## src/rtl/angle_proportional_slew_limiter_assert.svh

```systemverilog
`ifndef ANGLE_PROPORTIONAL_SLEW_LIMITER_ASSERT_SVH
`define ANGLE_PROPORTIONAL_SLEW_LIMITER_ASSERT_SVH

// Checks that the consequent holds in the same cycle as the antecedent.
`define APSL_ASSERT_SAME(lbl, clk, rst_n, ante, cons) \
  lbl: assert property (@(posedge clk) disable iff (!rst_n) (ante) |-> (cons)) \
    else $error("apsl same-cycle check failed");

// Checks that the consequent holds in the cycle after the antecedent.
`define APSL_ASSERT_NEXT(lbl, clk, rst_n, ante, cons) \
  lbl: assert property (@(posedge clk) disable iff (!rst_n) (ante) |=> (cons)) \
    else $error("apsl next-cycle check failed");

`endif

```

## src/rtl/apsl_pkg.sv

```systemverilog
package apsl_pkg;

  localparam int DATA_W    = 16;
  localparam int CFG_W     = 15;
  localparam int CFG_IDX_W = 2;
  localparam int DIV_CNT_W = $clog2(DATA_W);

  // Register indexes on the configuration port.
  localparam logic [CFG_IDX_W-1:0] CFG_DIVISOR_SCALE = 2'd0;
  localparam logic [CFG_IDX_W-1:0] CFG_MAX_STEP      = 2'd1;
  localparam logic [CFG_IDX_W-1:0] CFG_MIN_STEP      = 2'd2;

  localparam logic [CFG_W-1:0] RST_DIVISOR_SCALE = 15'd1;
  localparam logic [CFG_W-1:0] RST_MAX_STEP      = 15'h7fff;
  localparam logic [CFG_W-1:0] RST_MIN_STEP      = 15'd0;

  // Operation codes of an input request.
  localparam logic OP_STEP = 1'b0;
  localparam logic OP_LOAD = 1'b1;

  typedef struct packed {
    logic              start;
    logic [DATA_W-1:0] dividend;
    logic [CFG_W-1:0]  divisor;
  } div_req_t;

endpackage

```

## src/rtl/apsl_in_if.sv

```systemverilog
interface apsl_in_if;
  logic                              valid;
  logic                              ready;
  logic                              op;
  logic signed [apsl_pkg::DATA_W-1:0] target;

  modport source (output valid, output op, output target, input ready);
  modport sink   (input valid, input op, input target, output ready);
endinterface

```

## src/rtl/apsl_out_if.sv

```systemverilog
interface apsl_out_if;
  logic                              valid;
  logic                              ready;
  logic signed [apsl_pkg::DATA_W-1:0] new_value;
  logic signed [apsl_pkg::DATA_W-1:0] remaining_diff;

  modport source (output valid, output new_value, output remaining_diff, input ready);
  modport sink   (input valid, input new_value, input remaining_diff, output ready);
endinterface

```

## src/rtl/apsl_cfg_if.sv

```systemverilog
interface apsl_cfg_if;
  logic                             valid;
  logic                             ready;
  logic [apsl_pkg::CFG_IDX_W-1:0]   idx;
  logic [apsl_pkg::CFG_W-1:0]       data;

  modport source (output valid, output idx, output data, input ready);
  modport sink   (input valid, input idx, input data, output ready);
endinterface

```

## src/rtl/apsl_div.sv

```systemverilog
`include "angle_proportional_slew_limiter_assert.svh"

// Restoring unsigned divider, one quotient bit per cycle.
module apsl_div (
  input  logic                          clk,
  input  logic                          rst_n,
  input  apsl_pkg::div_req_t            req,
  output logic                          done,
  output logic [apsl_pkg::DATA_W-1:0]   quot
);

  logic                            busy_r, busy_nxt;
  logic                            done_r, done_nxt;
  logic [apsl_pkg::DIV_CNT_W-1:0]  cnt_r, cnt_nxt;
  logic [apsl_pkg::CFG_W-1:0]      rem_r, rem_nxt;
  logic [apsl_pkg::CFG_W-1:0]      dvs_r, dvs_nxt;
  logic [apsl_pkg::DATA_W-1:0]     quo_r, quo_nxt;
  logic [apsl_pkg::DATA_W-1:0]     trial;
  logic [apsl_pkg::DATA_W-1:0]     trial_sub;
  logic                            fits;

  // The dividend shifts out of the top of quo_r while quotient bits enter below.
  always_comb begin
    trial     = {rem_r, quo_r[apsl_pkg::DATA_W-1]};
    fits      = trial >= {1'b0, dvs_r};
    trial_sub = trial - {1'b0, dvs_r};

    busy_nxt = busy_r;
    done_nxt = 1'b0;
    cnt_nxt  = cnt_r;
    rem_nxt  = rem_r;
    dvs_nxt  = dvs_r;
    quo_nxt  = quo_r;

    if (req.start) begin
      busy_nxt = 1'b1;
      cnt_nxt  = '0;
      rem_nxt  = '0;
      dvs_nxt  = req.divisor;
      quo_nxt  = req.dividend;
    end else if (busy_r) begin
      rem_nxt = fits ? trial_sub[apsl_pkg::CFG_W-1:0] : trial[apsl_pkg::CFG_W-1:0];
      quo_nxt = {quo_r[apsl_pkg::DATA_W-2:0], fits};
      cnt_nxt = cnt_r + 1'b1;
      if (cnt_r == apsl_pkg::DIV_CNT_W'(apsl_pkg::DATA_W - 1)) begin
        busy_nxt = 1'b0;
        done_nxt = 1'b1;
      end
    end
  end

  always_ff @(posedge clk) begin
    if (!rst_n) begin
      busy_r <= 1'b0;
      done_r <= 1'b0;
      cnt_r  <= '0;
    end else begin
      busy_r <= busy_nxt;
      done_r <= done_nxt;
      cnt_r  <= cnt_nxt;
    end
    rem_r <= rem_nxt;
    dvs_r <= dvs_nxt;
    quo_r <= quo_nxt;
  end

  assign done = done_r;
  assign quot = quo_r;

  `APSL_ASSERT_SAME(a_div_done_idle, clk, rst_n, done_r, !busy_r)
  `APSL_ASSERT_NEXT(a_div_start_busy, clk, rst_n, req.start, busy_r && !done_r)
  `APSL_ASSERT_SAME(a_div_rem_below, clk, rst_n, busy_r, rem_r < dvs_r)

endmodule

```

## src/rtl/angle_proportional_slew_limiter.sv

```systemverilog
// Angle proportional slew limiter. The block keeps a 16-bit wrapping value
// (a binary angle, for instance) and moves it toward the target of each step
// request by the wrapped difference divided by divisor_scale, clamped to
// max_step, or by min_step when the proportional step is not larger than
// min_step, snapping onto the target when min_step reaches or passes it. A
// load request sets the value directly and reports a difference of zero.
// Every request yields exactly one result carrying the new value and the
// wrapped difference seen before the step. Requests are handled one at a
// time: in_ch.ready is high only while the sequencer is idle. A step request
// is accepted, launches the restoring divider, which produces one quotient
// bit per cycle, waits for it to finish, applies the step, checks the snap,
// and hands the result to the output register. A load request, or a step
// whose target equals the current value, goes from acceptance straight to
// the hand-off. The output register frees the sequencer from a stalled
// consumer: a finished result waits there while the next request is already
// being worked on. Configuration writes are always ready and must only be
// issued while no request is in flight; a divisor_scale of zero divides
// by one.

`include "angle_proportional_slew_limiter_assert.svh"

module angle_proportional_slew_limiter (
  input  logic       clk,
  input  logic       rst_n,
  apsl_in_if.sink    in_ch,
  apsl_out_if.source out_ch,
  apsl_cfg_if.sink   cfg_ch
);

  typedef enum logic [2:0] {
    S_IDLE,
    S_START,
    S_DIV,
    S_APPLY,
    S_SNAP,
    S_DONE
  } state_t;

  state_t                       state_r, state_nxt;
  logic [apsl_pkg::CFG_W-1:0]   scale_r, scale_nxt;
  logic [apsl_pkg::CFG_W-1:0]   max_r, max_nxt;
  logic [apsl_pkg::CFG_W-1:0]   min_r, min_nxt;
  logic [apsl_pkg::DATA_W-1:0]  cur_r, cur_nxt;
  logic [apsl_pkg::DATA_W-1:0]  tgt_r, tgt_nxt;
  logic [apsl_pkg::DATA_W-1:0]  diff_r, diff_nxt;
  logic [apsl_pkg::DATA_W-1:0]  nv_r, nv_nxt;
  logic                         use_min_r, use_min_nxt;
  logic                         out_valid_r, out_valid_nxt;
  logic [apsl_pkg::DATA_W-1:0]  out_value_r, out_value_nxt;
  logic [apsl_pkg::DATA_W-1:0]  out_diff_r, out_diff_nxt;

  apsl_pkg::div_req_t           div_req;
  logic                         div_done;
  logic [apsl_pkg::DATA_W-1:0]  div_quot;

  logic                         in_fire;
  logic                         cfg_fire;
  logic [apsl_pkg::DATA_W-1:0]  in_diff;
  logic                         diff_neg;
  logic [apsl_pkg::DATA_W-1:0]  step_mag;
  logic [apsl_pkg::DATA_W-1:0]  prop_mag;
  logic [apsl_pkg::DATA_W-1:0]  left_diff;
  logic                         snap;

  assign in_fire  = in_ch.valid && in_ch.ready;
  assign cfg_fire = cfg_ch.valid && cfg_ch.ready;
  assign diff_neg = diff_r[apsl_pkg::DATA_W-1];

  // Wrapped difference of the incoming target against the held value.
  assign in_diff = in_ch.target - cur_r;

  // The divider works on magnitudes; the sign of the difference is reapplied
  // when the step is added.
  always_comb begin
    div_req.start    = (state_r == S_START);
    div_req.dividend = diff_neg ? (~diff_r + 1'b1) : diff_r;
    div_req.divisor  = (scale_r == '0) ? apsl_pkg::CFG_W'(1) : scale_r;
  end

  apsl_div u_div (
    .clk   (clk),
    .rst_n (rst_n),
    .req   (div_req),
    .done  (div_done),
    .quot  (div_quot)
  );

  // The proportional step is clamped to max_step in magnitude.
  assign prop_mag = (div_quot > {1'b0, max_r}) ? {1'b0, max_r} : div_quot;

  // Snap test: after a min_step move the target must not be ahead any more.
  assign left_diff = tgt_r - nv_r;
  assign snap = use_min_r &&
                (diff_neg ? !left_diff[apsl_pkg::DATA_W-1]
                          : (left_diff[apsl_pkg::DATA_W-1] || (left_diff == '0)));

  always_comb begin
    state_nxt     = state_r;
    scale_nxt     = scale_r;
    max_nxt       = max_r;
    min_nxt       = min_r;
    cur_nxt       = cur_r;
    tgt_nxt       = tgt_r;
    diff_nxt      = diff_r;
    nv_nxt        = nv_r;
    use_min_nxt   = use_min_r;
    out_valid_nxt = out_valid_r && !out_ch.ready;
    out_value_nxt = out_value_r;
    out_diff_nxt  = out_diff_r;
    step_mag      = '0;

    if (cfg_fire) begin
      case (cfg_ch.idx)
        apsl_pkg::CFG_DIVISOR_SCALE: scale_nxt = cfg_ch.data;
        apsl_pkg::CFG_MAX_STEP:      max_nxt   = cfg_ch.data;
        apsl_pkg::CFG_MIN_STEP:      min_nxt   = cfg_ch.data;
        default: ;
      endcase
    end

    case (state_r)
      S_IDLE: begin
        if (in_fire) begin
          tgt_nxt = in_ch.target;
          if (in_ch.op == apsl_pkg::OP_LOAD) begin
            cur_nxt   = in_ch.target;
            diff_nxt  = '0;
            state_nxt = S_DONE;
          end else begin
            diff_nxt  = in_diff;
            state_nxt = (in_diff == '0) ? S_DONE : S_START;
          end
        end
      end
      S_START: begin
        state_nxt = S_DIV;
      end
      S_DIV: begin
        if (div_done) begin
          state_nxt = S_APPLY;
        end
      end
      S_APPLY: begin
        // A proportional step larger than min_step wins; otherwise min_step.
        if (div_quot > {1'b0, min_r}) begin
          step_mag    = prop_mag;
          use_min_nxt = 1'b0;
        end else begin
          step_mag    = {1'b0, min_r};
          use_min_nxt = 1'b1;
        end
        nv_nxt    = diff_neg ? (cur_r - step_mag) : (cur_r + step_mag);
        state_nxt = S_SNAP;
      end
      S_SNAP: begin
        cur_nxt   = snap ? tgt_r : nv_r;
        state_nxt = S_DONE;
      end
      S_DONE: begin
        if (!out_valid_r || out_ch.ready) begin
          out_valid_nxt = 1'b1;
          out_value_nxt = cur_r;
          out_diff_nxt  = diff_r;
          state_nxt     = S_IDLE;
        end
      end
      default: begin
        state_nxt = S_IDLE;
      end
    endcase
  end

  always_ff @(posedge clk) begin
    if (!rst_n) begin
      state_r     <= S_IDLE;
      scale_r     <= apsl_pkg::RST_DIVISOR_SCALE;
      max_r       <= apsl_pkg::RST_MAX_STEP;
      min_r       <= apsl_pkg::RST_MIN_STEP;
      cur_r       <= '0;
      out_valid_r <= 1'b0;
    end else begin
      state_r     <= state_nxt;
      scale_r     <= scale_nxt;
      max_r       <= max_nxt;
      min_r       <= min_nxt;
      cur_r       <= cur_nxt;
      out_valid_r <= out_valid_nxt;
    end
    tgt_r       <= tgt_nxt;
    diff_r      <= diff_nxt;
    nv_r        <= nv_nxt;
    use_min_r   <= use_min_nxt;
    out_value_r <= out_value_nxt;
    out_diff_r  <= out_diff_nxt;
  end

  assign in_ch.ready           = (state_r == S_IDLE);
  assign cfg_ch.ready          = 1'b1;
  assign out_ch.valid          = out_valid_r;
  assign out_ch.new_value      = out_value_r;
  assign out_ch.remaining_diff = out_diff_r;

  `APSL_ASSERT_SAME(a_done_only_in_div, clk, rst_n, div_done, state_r == S_DIV)
  `APSL_ASSERT_NEXT(a_load_sets_value, clk, rst_n, in_fire && (in_ch.op == apsl_pkg::OP_LOAD), (cur_r == $past(in_ch.target)) && (state_r == S_DONE))
  `APSL_ASSERT_NEXT(a_prop_no_snap, clk, rst_n, (state_r == S_SNAP) && !use_min_r, cur_r == $past(nv_r))
  `APSL_ASSERT_NEXT(a_done_to_idle, clk, rst_n, (state_r == S_DONE) && !out_valid_r, out_valid_r && (state_r == S_IDLE))

endmodule

```

## src/flat_wrapper.sv

```systemverilog
// flat-port wrapper written by rule: the top's interface ports become plain ports
module angle_proportional_slew_limiter_flat 
  (clk, rst_n, in_ch_valid, in_ch_op, in_ch_target, in_ch_ready, out_ch_valid, out_ch_new_value, out_ch_remaining_diff, out_ch_ready, cfg_ch_valid, cfg_ch_idx, cfg_ch_data, cfg_ch_ready);
  apsl_in_if in_ch_i ();
  apsl_out_if out_ch_i ();
  apsl_cfg_if cfg_ch_i ();
  input  logic clk;
  input  logic rst_n;
  input wire logic [$bits(in_ch_i.valid)-1:0] in_ch_valid;
  input wire logic [$bits(in_ch_i.op)-1:0] in_ch_op;
  input wire logic [$bits(in_ch_i.target)-1:0] in_ch_target;
  output wire logic [$bits(in_ch_i.ready)-1:0] in_ch_ready;
  output wire logic [$bits(out_ch_i.valid)-1:0] out_ch_valid;
  output wire logic [$bits(out_ch_i.new_value)-1:0] out_ch_new_value;
  output wire logic [$bits(out_ch_i.remaining_diff)-1:0] out_ch_remaining_diff;
  input wire logic [$bits(out_ch_i.ready)-1:0] out_ch_ready;
  input wire logic [$bits(cfg_ch_i.valid)-1:0] cfg_ch_valid;
  input wire logic [$bits(cfg_ch_i.idx)-1:0] cfg_ch_idx;
  input wire logic [$bits(cfg_ch_i.data)-1:0] cfg_ch_data;
  output wire logic [$bits(cfg_ch_i.ready)-1:0] cfg_ch_ready;
  assign in_ch_i.valid = in_ch_valid;
  assign in_ch_i.op = in_ch_op;
  assign in_ch_i.target = in_ch_target;
  assign in_ch_ready = in_ch_i.ready;
  assign out_ch_valid = out_ch_i.valid;
  assign out_ch_new_value = out_ch_i.new_value;
  assign out_ch_remaining_diff = out_ch_i.remaining_diff;
  assign out_ch_i.ready = out_ch_ready;
  assign cfg_ch_i.valid = cfg_ch_valid;
  assign cfg_ch_i.idx = cfg_ch_idx;
  assign cfg_ch_i.data = cfg_ch_data;
  assign cfg_ch_ready = cfg_ch_i.ready;
  angle_proportional_slew_limiter u_core (.clk(clk), .rst_n(rst_n), .in_ch(in_ch_i), .out_ch(out_ch_i), .cfg_ch(cfg_ch_i));
endmodule
```

## config.mk

```make
export PLATFORM = sky130hd
export DESIGN_NAME = angle_proportional_slew_limiter_flat
export DESIGN_NICKNAME = d
export VERILOG_FILES = /design/src/rtl/apsl_pkg.sv /design/src/rtl/apsl_in_if.sv /design/src/rtl/apsl_out_if.sv /design/src/rtl/apsl_cfg_if.sv /design/src/rtl/apsl_div.sv /design/src/rtl/angle_proportional_slew_limiter.sv /design/src/flat_wrapper.sv
export VERILOG_INCLUDE_DIRS = /design/src /design/src/rtl
export SDC_FILE = /design/constraint.sdc
export NUM_CORES = 1
export LEC_CHECK = 0
export ABC_AREA = 1
export ABC_CLOCK_PERIOD_IN_PS = 3700
export BUFFER_PORTS_ARGS = -buffer_cell sky130_fd_sc_hd__buf_2
export CAP_MARGIN = 5
export CELL_PAD_IN_SITES_DETAIL_PLACEMENT = 1
export CELL_PAD_IN_SITES_GLOBAL_PLACEMENT = 2
export CORE_ASPECT_RATIO = 2
export CORE_MARGIN = 2
export CORE_UTILIZATION = 34
export DETAILED_ROUTE_END_ITERATION = 8
export GPL_TIMING_DRIVEN = 0
export PLACE_DENSITY_LB_ADDON = 0.1
export RECOVER_POWER = 50
export SLEW_MARGIN = 20
export SYNTH_ARGS = -nofsm -noshare
export SYNTH_HDL_FRONTEND = slang
export SYNTH_SLANG_ARGS = --single-unit
```

## constraint.sdc

```tcl
create_clock -name clk -period 3.7 [get_ports clk]
set_input_delay 0.185 -clock clk [delete_from_list [all_inputs] [get_ports clk]]
set_output_delay 0.185 -clock clk [all_outputs]
set_load 0.03 [all_outputs]
```

Word-level counts from Yosys, hierarchy flattened
Cells that the tools add are included.
{"block": "op_classes", "reduce_logical": 24, "div": 0, "n_lt_le_gt_ge": 3, "mux": 26, "n_mul": 0, "eq_ne": 12, "n_bitwise": 3, "addsub": 7, "shifts": 0}
{"cell": "16-bit 2-to-1 mux", "count": 10}
{"cell": "16-bit subtractor", "count": 3}
{"cell": "16-bit by 15-bit > comparator with 1-bit output", "count": 2}
{"cell": "16-bit zero test", "count": 2}
{"cell": "16-bit case mux with 2 select lines", "count": 1}
{"cell": "3-bit case mux with 6 select lines", "count": 1}
{"cell": "16-bit by 1-bit adder with 16-bit output (second input constant)", "count": 1}
{"cell": "16-bit adder", "count": 1}
{"cell": "16-bit by 15-bit >= comparator with 1-bit output", "count": 1}
{"cell": "16-bit inverter", "count": 1}
{"cell": "15-bit zero test", "count": 1}
{"cell": "15-bit 2-to-1 mux", "count": 1}
{"cell": "3-bit 2-to-1 mux", "count": 5}
{"cell": "15-bit subtractor", "count": 1}
{"cell": "2-bit AND reduction", "count": 5}
{"cell": "1-bit 2-to-1 mux", "count": 8}
{"cell": "3-bit by 2-bit == test with 1-bit output (second input constant)", "count": 2}
{"cell": "3-bit == test (second input constant)", "count": 2}
{"cell": "2-bit inequality test (second input constant)", "count": 3}
{"cell": "3-bit AND reduction", "count": 2}
{"cell": "4-bit by 1-bit adder with 4-bit output (second input constant)", "count": 1}
{"cell": "4-bit == test (second input constant)", "count": 1}
{"cell": "2-bit nonzero test", "count": 2}
{"cell": "3-bit by 1-bit == test with 1-bit output (second input constant)", "count": 1}
{"cell": "11 further kinds", "count": 17}
{"block": "totals", "rom_bits": 0, "elab_cells": 93, "memories": 0, "ff_bits": 198, "latch_bits": 0, "mem_bits_rw": 0}

Longest topological paths before layout
{"block": "logic_depth", "ltp_word": 7, "mapped_depth": 35}

Hierarchy
Synthesis repeated with hierarchy kept, for this count alone.
{"block": "hier_totals", "cells_unflattened": 1665, "area_unflattened_um2": 13041.3}
{"mod": "angle_proportional_slew_limiter", "cells_each": 1254, "seq_area_each_um2": 3733.6, "instances": 1, "area_per_inst_um2": 9855.7}
{"mod": "apsl_div", "cells_each": 411, "seq_area_each_um2": 1351.3, "instances": 1, "area_per_inst_um2": 3185.6}

Worst setup path before layout
No wires, ideal clock.
{"block": "synth_path", "kind": "register -> register", "start": "register u_core.u_div.quo_r (netlist bit u_core.u_div.quot[11])", "end": "register u_core.nv_r[14] (netlist name), data pin", "t_required_ns": 3.440, "t_arrival_ns": 3.646, "path_buffers": 0, "path_slack_ns": -0.206, "setup_ns": 0.260, "stages_incl_launch_ff": 29, "cell_sequence": "edfxtp_1 ha_1 nand4_1 nor3_4 nand2_1 nand2_2 nand2_4 o21ai_0 nand2_1 nand2_1 ha_1 nand3_2 nor2_2 nor2_1 xnor2_1 inv_1 ha_1 nand2_1 nor2_1 nand2_1 o211ai_1 nand2_1 nand2_1 a21oi_1 o21ai_0 a21oi_1 nor2_1 nor2_1 xor2_1"}
{"block": "synth_via", "elab_chain_cells": 6}
{"item": "from (decl)", "line_no": "apsl_div.sv:17", "source": "logic [apsl_pkg::DATA_W-1:0] quo_r, quo_nxt;"}
{"item": "from (signal assigned)", "line_no": "apsl_div.sv:64", "source": "quo_r <= quo_nxt;"}
{"item": "16-bit by 15-bit > comparator with 1-bit output", "line_no": "angle_proportional_slew_limiter.sv:89", "source": "assign prop_mag = (div_quot > {1'b0, max_r}) ? {1'b0, max_r} : div_quot;"}
{"item": "16-bit 2-to-1 mux", "line_no": "angle_proportional_slew_limiter.sv:89"}
{"item": "16-bit 2-to-1 mux (*)", "line_no": "angle_proportional_slew_limiter.sv:145", "source": "if (div_quot > {1'b0, min_r}) begin"}
{"item": "16-bit 2-to-1 mux (*)", "line_no": "angle_proportional_slew_limiter.sv:121", "source": "case (state_r)"}
{"item": "16-bit adder / 16-bit subtractor (equally long branches)", "line_no": "angle_proportional_slew_limiter.sv:152", "source": "nv_nxt = diff_neg ? (cur_r - step_mag) : (cur_r + step_mag);"}
{"item": "16-bit 2-to-1 mux (*)", "line_no": "angle_proportional_slew_limiter.sv:152"}
{"item": "to (signal assigned)", "line_no": "angle_proportional_slew_limiter.sv:191", "source": "nv_r <= nv_nxt;"}
{"item": "to (decl)", "line_no": "angle_proportional_slew_limiter.sv:46", "source": "logic [apsl_pkg::DATA_W-1:0] nv_r, nv_nxt;"}
Every way passes the cells marked *; elsewhere a longest branch is shown, timed or not. The select of a mux whose other input is x is not followed.
A chain may end at the register's enable or synchronous reset.

Worst setup path in the final report
Same ends and word-level chain as after synthesis.

==> summary.md <==
## Timing
• 4390 ps — final worst path period need
• 0 — number of slew-limit violations in the final report
• 1030 ps — Slew @ Worst Pin
• 0.309 — Max-slew headroom
• 0 — final count of hold timing violations
• true — unrepaired setup endpoints after global routing
• -3710 ps — Setup TNS
• 14.3 ps — Worst Clk Skew
• 0.228 GHz — Max Clock Freq
• 1.19 — fraction of the cycle the final worst path needs
• 11 — Setup Viol. Count Final
• -686 ps — fin worst setup slack

## Power
• 0.257 — register share of total power
• 0.130 — relative contribution of the clock network to total power
• 0.00712 W — Psw
• 0.613 — part of the power in combinational logic
• 6.44 nW — cell leakage power
• 423 uV — maximum VDD drop
• 0.00782 W — Internal Pwr Total
• 0.476 — Sw Ratio
• 994 mW/mm2 — total power per unit cell area

## Synthesis
• simple AND/OR/NAND/NOR gates — dominant combinational cell family by area after synthesis
• 0.0451 — share of the synthesized netlist area taken by xor and xnor gates
• edfxtp_1 — Top FF cell, synth
• 0.0122 mm2 — synthesized area
• 1504 — gate count after technology mapping
• 49 — count of unique library cells instantiated by Yosys
• 112 — number of enable-type register cells in the synthesized netlist
• 0 — Synth async-reset ratio
• 0 — Yosys warning total
• 0.275 — area share of the largest cell type after synthesis
• 0 — mux cell area share after synthesis
• 0.102 — adder-cell share of the synthesized area
• 0.231 — post-synthesis simple-gate area fraction
• 1640 — Mapped Nets
• 8.14 um2 — mean area per synthesized cell
• edfxtp_1 — post-synth top area cell
• edfxtp_1, dfxtp_1, ha_1 — top cells by area in the synthesized netlist
• 0.130 — complex-gate fraction of the synthesized area
• 0.415 — share of the yosys chip area belonging to registers
• nand2_1 — leading cell type by number of instances after synthesis
• nand2_1, inv_1, nor2_1 — leading cell types by count after synthesis
• 198 — Seq cells post-synth

## Setup path
• flop — sort of element at the end of the critical path
• flop — startpoint class of the critical path
• 390 ps — Max stage delay on crit path
• u_core.u_div.quot[11]$_DFFE_PP_ — Crit. Startpoint
• 3920 ps — required time of the critical path
• u_core.u_div.quot[11]$_DFFE_PP_ — worst flop-to-flop path startpoint
• flop to flop — Crit Path Category
• 4600 ps — CP Data Arrival Time
• nand2_1 — cell type with the highest occurrence count on the critical path
• 8 — largest driver fanout on the critical path
• edfxtp_1 — CP max stage cell

## Clock network
• 4 — htree depth
• done — TritonCTS clock tree
• clkbuf_16 — Clock Tree Root
• 80 ps — clk slew on worst S/H paths
• 470 ps — clock latency of the later-clocked register in the worst-skew pair
• 198 — clock sinks
• 2 — maximum root-to-sink buffer count
• 17 — TritonCTS buffer count

## Placed design
• 2030 — placed insts
• 0.840 — gpl congestion
• 70 — quantity of I/O buffers inserted on ports
• 36400 um — final HPWL from detailed placement

## Outcome
• negative setup slack — failing checks
• finished, violations left — outcome

## GRT
• 0.245 — overall fraction of global-route tracks in use
• 12000 — vias in the first global route
• 0 — overflow left after global routing
• 19 — maximum number of pins on one net before global-route repair
• 68800 um — wire length of the first global-routing pass
• 0 — initial antenna violation count

## Floorplanning
• 0.0357 mm2 — placeable core area
• 0.343 — Initial Util
• 98 — standard-cell row count
• 0.0376 mm2 — DIE AREA
• 272 um — height of the die
• 138 um — horizontal die dimension
• 74 — Top-Level Pins

## Cells and area
• 1816 — number of nets in the final layout
• 0.153 — layout cells sized above 1
• 22.7% — synth-to-layout area growth
• 4342 — number of filler instances in the final layout
• 0 — ANT cells
• 2143 — final cell count without fillers

## Drt
• 400 — number of design-rule violations left by the first detailed-router iteration
• 10900 — DR vias
• 21.3 um — average wire per standard cell
• 45600 um — Routed Wire Length
• 0 — Post-route DRC
• 4 — number of optimization iterations in the first detailed-route pass
• 5.09 — number of vias per cell
• 0 — remaining antenna violation count

## Min path
• cfg_ch_data[0] — critical hold path startpoint
• primary input to flop — worst min path class

## Run
• 0 — Max-Cap Viols

per-layer routing:
metal	GRT usage	wire length [um]	vias to the layer above	part of all wire
met2	0.544	28700	129	0.63
met4	0.112	1960	0	0.043
met3	0.0244	566	65	0.012
met5	0	0	-	0
met1	0.204	14300	5332	0.31
li1	-	-	5375	-
worst paths after layout:
check | to | slack [ps] | cells after the start
worst max-delay path | u_core.nv_r[14]$_DFFE_PN_ | -690 | 28
worst min-delay path | u_core.max_r[0]$_SDFFE_PN1P_ | 40 | 3
worst max register to register | u_core.nv_r[14]$_DFFE_PN_ | -690 | 28
worst min register to register | u_core.u_div.rem_r[13]$_SDFFE_PP0P_ | 490 | 2
metrics by stage:
step	util	hold slack [ps]	instance area, um2	total power [W]	setup WS (ps)
final	0.421	42.2	15000	0.0149	-686
after global routing	0.421	37.2	15000	0.0161	-992
after CTS	0.413	5.81	14700	0.0142	-680
after detailed placement	0.373	418	13300	0.0111	-1400
after global placement	0.371	416	13200	0.0109	-1390
after floorplan	-	284	12300	0.00872	-117
power by group through the flow:
stage	clock [W]	sequential, W	combinational [W]
floorplan	0	0.00368	0.00504
global placement	0	0.00395	0.00699
detailed placement	0	0.00393	0.00720
CTS	0.00198	0.00383	0.00844
global route	0.00205	0.00390	0.0101
finish	0.00194	0.00384	0.00916
cell type report:
| cell class | count | area [um2] | share of cell area |
|---|---|---|---|
| tap | 450 | 563 | 0.0375 |
| inverter | 184 | 693 | 0.0461 |
| multi-input combinational | 1069 | 6820 | 0.454 |
| clock buffer | 20 | 447 | 0.0297 |
| timing repair buffer | 155 | 1030 | 0.0683 |
| sequential | 198 | 5080 | 0.338 |
| timing repair inverter | 1 | 7.51 | 0.000499 |
| buffer | 54 | 258 | 0.0171 |
| clock inverter | 12 | 129 | 0.00857 |
worst max-delay path, delay by kind of cell (launching register included):
kind	cells	cell delay, ps
compound gates	6	880
xor+xnor	2	210
fa+ha+maj	2	630
buf+inv	3	440
flops	1	390
simple gates	15	1580
cell families (layout without fill, tap and decap cells):
family / count (synthesis) / in the layout
adder cells (fa/ha/maj): 97 / 97
AND/OR/NAND/NOR: 624 / 625
buffers and inverters: 238 / 426
other: 1 / 1
XOR/XNOR: 63 / 63
flip-flops: 198 / 198
AO/OA/AOI/OAI: 283 / 283
cell usage in the layout, fill, tap and decap left out, drive strengths merged, types with 2 or more instances in the layout:
cell type / instances
o21ai: 110
nor2: 136
dfxtp: 86
ha: 93
a21o: 8
xor2: 40
clkbuf: 113
o31ai: 2
nand2: 329
clkinvlp: 2
xnor2: 23
dlygate4sd3: 28
a21oi: 123
nand3: 90
nand3b: 24
fa: 4
a211oi: 2
nor3: 26
a21boi: 3
o21bai: 3
buf: 88
clkinv: 9
nor4: 5
a31oi: 3
edfxtp: 112
inv: 184
bufinv: 2
nand4: 13
o211ai: 23
state kept, by name, summed over array words and instances, names as in the netlist, 16 cells and up:
name and count:
u_core.cur_r 16, u_core.nv_r 16, u_core.u_div.quot 16, u_core.tgt_r 16, u_core.diff_r 16, u_core.out_ch.new_value 16, u_core.out_ch.remaining_diff 16
repair_timing:
| item | CTS | global route |
|---|---|---|
| hold buffers | 27 | 1 |
| setup buffers | 38 | 13 |
| gates resized for setup | 55 | 55 |
| pin swaps | 31 | 27 |
| endpoints found under the hold margin | 34 | 1 |
| setup endpoints to repair | 24 | 23 |
| gates cloned | 2 | 0 |
(Power assumes the default switching activity.)
